[src/rtl/core/ddfs_pkg.sv]
// Shared types and constants for the deadline drop FIFO server.
// No dependencies; imported by the top level, the sequencer and the checker.
package ddfs_pkg;

	localparam int ID_W    = 16;
	localparam int TIME_W  = 16;
	localparam int EXP_W   = 7;
	localparam int KIND_W  = 2;
	localparam int ENTRY_W = ID_W + TIME_W;
	localparam int IN_DATA_W   = 32;
	localparam int OUT_DATA_W  = 40;
	localparam int OUT_USER_W  = 2;

	localparam logic [TIME_W-1:0] TIME_MAX   = '1;
	localparam logic [TIME_W-1:0] TIME_START = TIME_W'(1);
	localparam logic [EXP_W-1:0]  EXP_MAX    = '1;

	// Item kinds carried on the input tuser.
	typedef enum logic [KIND_W-1:0] {
		KIND_ARRIVE = 2'd0,
		KIND_TICK   = 2'd1,
		KIND_CLEAR  = 2'd2
	} kind_t;

	// One result beat, as handed from the sequencer to the output register.
	typedef struct packed {
		logic              served;
		logic [ID_W-1:0]   served_id;
		logic [TIME_W-1:0] served_time;
		logic [EXP_W-1:0]  expired_count;
		logic              overflow;
	} res_t;

endpackage

[src/rtl/core/deadline_drop_fifo_server.sv]
// Deadline drop FIFO server: an arrival, clear or empty-queue tick beat writes its result
// register in the sequencer and then the output register; a tick on a non-empty queue first
// reads the head, then checks head entries, dropping expired ones, until it serves a request
// or the queue is empty. One head entry is checked per cycle by the single read port and deadline
// comparator; a new beat is taken only once the result has moved to the output register.
// Reset clears pointers, count and output valid and sets the time to 1; the store is not cleared.
module deadline_drop_fifo_server #(
	parameter int QUEUE_DEPTH = 64
) (
	input  logic                              clk,
	input  logic                              arst_n,
	input  logic                              s_axis_tvalid,
	output logic                              s_axis_tready,
	// request_id [15:0], leave_time [31:16]
	input  logic [ddfs_pkg::IN_DATA_W-1:0]    s_axis_tdata,
	// kind [1:0]
	input  logic [ddfs_pkg::KIND_W-1:0]       s_axis_tuser,
	output logic                              m_axis_tvalid,
	input  logic                              m_axis_tready,
	// served_id [15:0], served_time [31:16], expired_count [38:32], zero [39]
	output logic [ddfs_pkg::OUT_DATA_W-1:0]   m_axis_tdata,
	// served [0], overflow [1]
	output logic [ddfs_pkg::OUT_USER_W-1:0]   m_axis_tuser
);
	import ddfs_pkg::*;

	logic res_valid;
	logic res_free;
	res_t res;
	logic out_valid_q;
	res_t out_q;

	ddfs_seq #(
		.QUEUE_DEPTH(QUEUE_DEPTH)
	) u_seq (
		.clk       (clk),
		.arst_n    (arst_n),
		.in_valid  (s_axis_tvalid),
		.in_ready  (s_axis_tready),
		.in_kind   (s_axis_tuser),
		.in_id     (s_axis_tdata[ID_W-1:0]),
		.in_leave  (s_axis_tdata[ENTRY_W-1:ID_W]),
		.res_valid (res_valid),
		.res_free  (res_free),
		.res       (res)
	);

	// Output register: free when empty or when its beat leaves this cycle.
	assign res_free = !out_valid_q || m_axis_tready;

	always_ff @(posedge clk or negedge arst_n) begin
		if (!arst_n) begin
			out_valid_q <= 1'b0;
		end else if (res_free) begin
			out_valid_q <= res_valid;
		end
	end

	always_ff @(posedge clk) begin
		if (res_free && res_valid) begin
			out_q <= res;
		end
	end

	assign m_axis_tvalid = out_valid_q;
	assign m_axis_tdata  = {1'b0, out_q.expired_count, out_q.served_time, out_q.served_id};
	assign m_axis_tuser  = {out_q.overflow, out_q.served};

endmodule

[src/rtl/core/ddfs_ram.sv]
// Generic single-write, single-read RAM with a registered read port.
// No dependencies.
module ddfs_ram #(
	parameter int WIDTH = 32,
	parameter int DEPTH = 64
) (
	input  logic                     clk,
	input  logic                     wr_en,
	input  logic [$clog2(DEPTH)-1:0] wr_addr,
	input  logic [WIDTH-1:0]         wr_data,
	input  logic                     rd_en,
	input  logic [$clog2(DEPTH)-1:0] rd_addr,
	output logic [WIDTH-1:0]         rd_data
);

	logic [WIDTH-1:0] mem_q [DEPTH];

	// Write port.
	always_ff @(posedge clk) begin
		if (wr_en) begin
			mem_q[wr_addr] <= wr_data;
		end
	end

	// Registered read port.
	always_ff @(posedge clk) begin
		if (rd_en) begin
			rd_data <= mem_q[rd_addr];
		end
	end

endmodule

[src/rtl/core/ddfs_seq.sv]
// Sequencer of the deadline drop FIFO server: queue pointers, time counter and
// the shared deadline comparator that walks the head one entry per cycle.
// Depends on ddfs_pkg and ddfs_ram.
module ddfs_seq #(
	parameter int QUEUE_DEPTH = 64
) (
	input  logic                         clk,
	input  logic                         arst_n,
	input  logic                         in_valid,
	output logic                         in_ready,
	input  logic [ddfs_pkg::KIND_W-1:0]  in_kind,
	input  logic [ddfs_pkg::ID_W-1:0]    in_id,
	input  logic [ddfs_pkg::TIME_W-1:0]  in_leave,
	output logic                         res_valid,
	input  logic                         res_free,
	output ddfs_pkg::res_t               res
);
	import ddfs_pkg::*;

	localparam int AW = $clog2(QUEUE_DEPTH);
	localparam int CW = $clog2(QUEUE_DEPTH + 1);
	localparam logic [AW-1:0] LAST_SLOT = AW'(QUEUE_DEPTH - 1);
	localparam logic [CW-1:0] FULL_CNT  = CW'(QUEUE_DEPTH);
	localparam logic [CW-1:0] ONE_CNT   = CW'(1);

	typedef enum logic [2:0] {
		ST_IDLE = 3'b001,
		ST_CHK  = 3'b010,
		ST_EMIT = 3'b100
	} state_t;

	state_t            state_q;
	logic [AW-1:0]     head_q;
	logic [AW-1:0]     tail_q;
	logic [CW-1:0]     count_q;
	logic [TIME_W-1:0] time_q;
	logic [EXP_W-1:0]  exp_q;
	res_t              res_q;

	logic              accept;
	kind_t             kind;
	logic [AW-1:0]     head_nxt;
	logic [AW-1:0]     tail_nxt;
	logic [TIME_W-1:0] time_inc;
	logic [EXP_W-1:0]  exp_inc;
	logic              wr_en;
	logic              rd_en;
	logic [AW-1:0]     rd_addr;
	logic [ENTRY_W-1:0] rd_data;
	logic [ID_W-1:0]   head_id;
	logic [TIME_W-1:0] head_leave;
	logic              head_expired;

	assign in_ready  = (state_q == ST_IDLE);
	assign accept    = in_valid && in_ready;
	assign kind      = kind_t'(in_kind);
	assign res_valid = (state_q == ST_EMIT);
	assign res       = res_q;

	// Circular pointer advance and saturating counters.
	assign head_nxt = (head_q == LAST_SLOT) ? '0 : head_q + AW'(1);
	assign tail_nxt = (tail_q == LAST_SLOT) ? '0 : tail_q + AW'(1);
	assign time_inc = (time_q == TIME_MAX) ? time_q : time_q + TIME_W'(1);
	assign exp_inc  = (exp_q == EXP_MAX) ? exp_q : exp_q + EXP_W'(1);

	// The shared comparator: is the entry at the head past its deadline?
	assign head_id      = rd_data[ID_W-1:0];
	assign head_leave   = rd_data[ENTRY_W-1:ID_W];
	assign head_expired = (head_leave < time_q);

	// Entry store ports. A tick reads the head; each expiry reads the next one.
	assign wr_en   = accept && (kind == KIND_ARRIVE) && (count_q != FULL_CNT);
	assign rd_addr = (state_q == ST_CHK) ? head_nxt : head_q;
	assign rd_en   = (accept && (kind == KIND_TICK) && (count_q != '0))
		|| ((state_q == ST_CHK) && head_expired && (count_q != ONE_CNT));

	ddfs_ram #(
		.WIDTH(ENTRY_W),
		.DEPTH(QUEUE_DEPTH)
	) u_store (
		.clk     (clk),
		.wr_en   (wr_en),
		.wr_addr (tail_q),
		.wr_data ({in_leave, in_id}),
		.rd_en   (rd_en),
		.rd_addr (rd_addr),
		.rd_data (rd_data)
	);

	// Control sequence and queue state.
	always_ff @(posedge clk or negedge arst_n) begin
		if (!arst_n) begin
			state_q <= ST_IDLE;
			head_q  <= '0;
			tail_q  <= '0;
			count_q <= '0;
			time_q  <= TIME_START;
			exp_q   <= '0;
			res_q   <= '0;
		end else begin
			unique case (state_q)
				ST_IDLE: begin
					if (accept) begin
						exp_q <= '0;
						unique case (kind)
							KIND_ARRIVE: begin
								res_q <= '{served: 1'b0, served_id: '0, served_time: '0,
									expired_count: '0, overflow: (count_q == FULL_CNT)};
								if (count_q != FULL_CNT) begin
									tail_q  <= tail_nxt;
									count_q <= count_q + ONE_CNT;
								end
								state_q <= ST_EMIT;
							end
							KIND_TICK: begin
								res_q <= '0;
								if (count_q == '0) begin
									time_q  <= time_inc;
									state_q <= ST_EMIT;
								end else begin
									state_q <= ST_CHK;
								end
							end
							KIND_CLEAR: begin
								res_q   <= '0;
								head_q  <= '0;
								tail_q  <= '0;
								count_q <= '0;
								time_q  <= TIME_START;
								state_q <= ST_EMIT;
							end
							default: begin
								res_q   <= '0;
								state_q <= ST_EMIT;
							end
						endcase
					end
				end
				ST_CHK: begin
					head_q  <= head_nxt;
					count_q <= count_q - ONE_CNT;
					if (head_expired) begin
						exp_q <= exp_inc;
						if (count_q == ONE_CNT) begin
							// Queue drained by expiries alone.
							res_q <= '{served: 1'b0, served_id: '0, served_time: '0,
								expired_count: exp_inc, overflow: 1'b0};
							time_q  <= time_inc;
							state_q <= ST_EMIT;
						end
					end else begin
						res_q <= '{served: 1'b1, served_id: head_id, served_time: time_q,
							expired_count: exp_q, overflow: 1'b0};
						time_q  <= time_inc;
						state_q <= ST_EMIT;
					end
				end
				ST_EMIT: begin
					if (res_free) begin
						state_q <= ST_IDLE;
					end
				end
				default: begin
					state_q <= ST_IDLE;
				end
			endcase
		end
	end

endmodule

[config.mk]
export PLATFORM = sky130hd
export DESIGN_NAME = deadline_drop_fifo_server
export DESIGN_NICKNAME = d
export VERILOG_FILES = /design/src/rtl/core/ddfs_pkg.sv /design/src/rtl/core/deadline_drop_fifo_server.sv /design/src/rtl/core/ddfs_ram.sv /design/src/rtl/core/ddfs_seq.sv
export SDC_FILE = /design/constraint.sdc
export NUM_CORES = 2
export LEC_CHECK = 0
export BUFFER_PORTS_ARGS = -buffer_cell sky130_fd_sc_hd__buf_2
export CAP_MARGIN = 15
export CORE_ASPECT_RATIO = 1.4
export CORE_MARGIN = 4
export CORE_UTILIZATION = 25
export DETAILED_ROUTE_END_ITERATION = 7
export SLEW_MARGIN = 20
export SYNTH_ARGS = -nofsm -noshare
export SYNTH_HDL_FRONTEND = slang
export SYNTH_SLANG_ARGS = --single-unit
[constraint.sdc]
create_clock -name clk -period 5 [get_ports clk]
set_input_delay 0.75 -clock clk [delete_from_list [all_inputs] [get_ports clk]]
set_output_delay 0.75 -clock clk [all_outputs]
set_load 0.005 [all_outputs]
==> impl_metrics.env <==
export IMPL_drc_errors=0
export IMPL_synth_seq_area_share_pct=67.51
export IMPL_hold_path_class="in2reg"
export IMPL_power_density_nw_per_um2=406.4
export IMPL_worst_setup_path_end_kind="flip-flop"
export IMPL_vdd_drop_max_v=0.0003310
export IMPL_grt_pass1_vias=65715
export IMPL_layout_drive_gt1_share_pct=9.371
export IMPL_drtAntennaViolNets=0
export IMPL_period_share_pct=87.67
export IMPL_insertion_delay_ps=900
export IMPL_nets=8288
export IMPL_io_buffers=80
export IMPL_required_ps=5740
export IMPL_cts_setup_buffers=0
export IMPL_dr_pass1_iters=6
export IMPL_crit_start="u_seq.state_q[2]"
export IMPL_dieHeight_um=747.2
export IMPL_timing_rr_end="u_seq.u_store.rd_data[17]"
export IMPL_setup_viol=0
export IMPL_area_growth_pct=14.60
export IMPL_worstReg2RegStart="u_seq.state_q[2]"
export IMPL_synth_common_cells="edfxtp_1, nand2_1, nor2_1, a31oi_1, nor3_1"
export IMPL_core_area_sq_um=388900
export IMPL_dpl_worst_slack_ps=738.0
export IMPL_power_leakage_nw=36.82
export IMPL_synth_cells=8318
export IMPL_synth_top_area_cell="edfxtp_1"
export IMPL_status="completed"
export IMPL_drt_iter0_drc=7908
export IMPL_syn_nets=8381
export IMPL_ys_top_cells_by_area="edfxtp_1, nand2_1, nor2_1"
export IMPL_overflow=0
export IMPL_ys_flop_type="edfxtp_1"
export IMPL_vias_per_cell=5.127
export IMPL_fin_crit_ps=4384
export IMPL_setup_slack_ps=616.3
export IMPL_dp_hpwl_mm=182.8
export IMPL_cap_violations=0
export IMPL_vias=69574
export IMPL_synth_edf_count=2121
export IMPL_tightest_slew_ps=1288
export IMPL_final_cell_area_sq_um=111800
export IMPL_async_flop_share_pct=3.940
export IMPL_rows=271
export IMPL_place_congestion=0.8449
export IMPL_synth_avg_cell_area_sq_um=11.73
export IMPL_criticalPathCategory="reg2reg"
export IMPL_yosysTopAreaCellShare_pct=65.28
export IMPL_cts_resized=0
export IMPL_netlist_area_sq_um=97570
export IMPL_track_usage_pct=14.61
export IMPL_clkTransAtPathRegs_ps=70
export IMPL_grt_pass1_wl_mm=446.6
export IMPL_synth_cell_types=78
export IMPL_timing_slew_headroom_pct=14.11
export IMPL_critPathMaxFanout=87
export IMPL_cts_buffers=198
export IMPL_clk_path_buf_depth=4
export IMPL_placed_area_sq_um=105500
export IMPL_fmax_mhz=228.1
export IMPL_ctsRootBufferMaster="clkbuf_16"
export IMPL_grt_max_degree=199
export IMPL_final_hold_viol_count=0
export IMPL_fillers=39225
export IMPL_yosys_register_bits=2208
export IMPL_setup_worst_path_start_class="flip-flop"
export IMPL_cp_arrival_ps=5120
export IMPL_yosysWarningCount=0
export IMPL_timing_setup_tns_ps=0
export IMPL_synth_most_common_cell="edfxtp_1"
export IMPL_rsz0062_at_grt="no"
export IMPL_antenna_found_initial=21
export IMPL_slew_violations=0
export IMPL_r2r_slack_ps=620
export IMPL_io_pins=82
export IMPL_wl_mm=306.5
export IMPL_dieWidth_um=536.0
export IMPL_skew_ps=76.81
export IMPL_fp_dieArea_sq_um=400500
export IMPL_reg2reg_depth=8
export IMPL_cts_tree="done"
export IMPL_endpoint="u_seq.u_store.rd_data[17]"
export IMPL_initial_core_util_pct=25.09
export IMPL_cts_sinks=2208
export IMPL_ctsHtreeMaxLevel=4
export IMPL_wl_per_cell_um=22.58
[layout by cell type (no fill, tap or decap), types with 76 or more instances in the layout]
cell and instances:
mux2i_1 224, buf_4 220, a22o_1 90, nor3_1 562
buf_2 76, edfxtp_1 2121, nand3_1 188, nor2_1 932
and3_1 80, nand2_1 1487, clkbuf_16 201, a21oi_1 180
a31oi_1 578, a211oi_1 94, dfrtp_1 84, a221oi_1 154
o21ai_0 324
[sequential cells by signal (all words and copies together), names as in the netlist]
name,cells
u_seq.state_q,3
u_seq.head_q,6
u_seq.exp_q,7
u_seq.res,41
u_seq.u_store.rd_data,32
u_seq.count_q,7
m_axis_tvalid,1
m_axis_tdata,39
m_axis_tuser,2
u_seq.tail_q,6
u_seq.u_store.mem_q,2048
u_seq.time_q,16
[per-layer routing]
layer	GRT usage (%)	share of wire, %	up-vias
li1	-	-	31017
met1	17.89	38	34939
met2	25.65	50	2990
met3	1.858	7.3	612
met4	6.341	4.5	16
met5	0	0.032	-
[power by group]
part | leakage [nW] | switching, mW | internal, mW
combinational | 13.5 | 6.37 | 2.84
clock | 3.07 | 6.85 | 8.45
sequential | 20.2 | 0.335 | 20.6
total | 36.8 | 13.6 | 31.9
[per-stage QoR]
stage                     hold slack (ps)  utilization, %  total power, mW  instances
after floorplan                     424.8               -            26.91       8318
after global placement              434.2           27.10            30.36      13208
after detailed placement            434.8           27.12            30.44      13210
after CTS                           216.3           28.74            45.59      13563
after global routing                235.0           28.75            47.14      13566
final                               261.0           28.75            45.45      13570
[what timing repair did]
item,CTS,global route
hold endpoints to repair,33,0
setup endpoints to repair,0,0
hold buffers,1,0
[area by class of cell]
type	count	area [sq um]	share of cell area, %
sequential	2208	65870	58.91
multi-input combinational	5423	29570	26.44
tap	5187	6490	5.804
clock buffer	251	5228	4.675
timing repair buffer	368	3478	3.111
clock inverter	101	1072	0.9589
inverter	26	97.59	0.08728
antenna	6	15.01	0.01343
[worst max-delay path: stages, from the launching register on]
cell and delay, ps:
dfrtp_1 470, or3b_4 610, mux2_8 620, nor3b_4 310, buf_12 470, a221oi_1 190
a211oi_1 890, nand2_1 410, nand4_1 200
[worst min-delay path by stage]
stage	start	endpoint	slack, ps	cells after the start
after floorplan	u_seq.res[1]	m_axis_tdata[32]	420	0
after global placement	u_seq.res[7]	m_axis_tdata[38]	430	0
after detailed placement	u_seq.res[6]	m_axis_tdata[37]	430	0
after CTS	s_axis_tvalid	u_seq.exp_q[6]	220	3
after global routing	s_axis_tdata[23]	u_seq.u_store.mem_q[5][23]	240	1
final	s_axis_tdata[23]	u_seq.u_store.mem_q[60][23]	260	1
[cell families (layout without fill, tap and decap cells)]
kind of cell | after synthesis | after routing | synth area share, %
compound gates | 1703 | 1703 | 11.76
xor+xnor | 7 | 7 | 0.06284
fa+ha+maj | 25 | 25 | 0.3206
buf+inv | 687 | 746 | 2.861
flops | 2208 | 2208 | 67.51
mux | 267 | 267 | 2.820
other cells | 1 | 7 | 0.003843
simple gates | 3420 | 3420 | 14.66
Power figures use the tool's default switching activity.
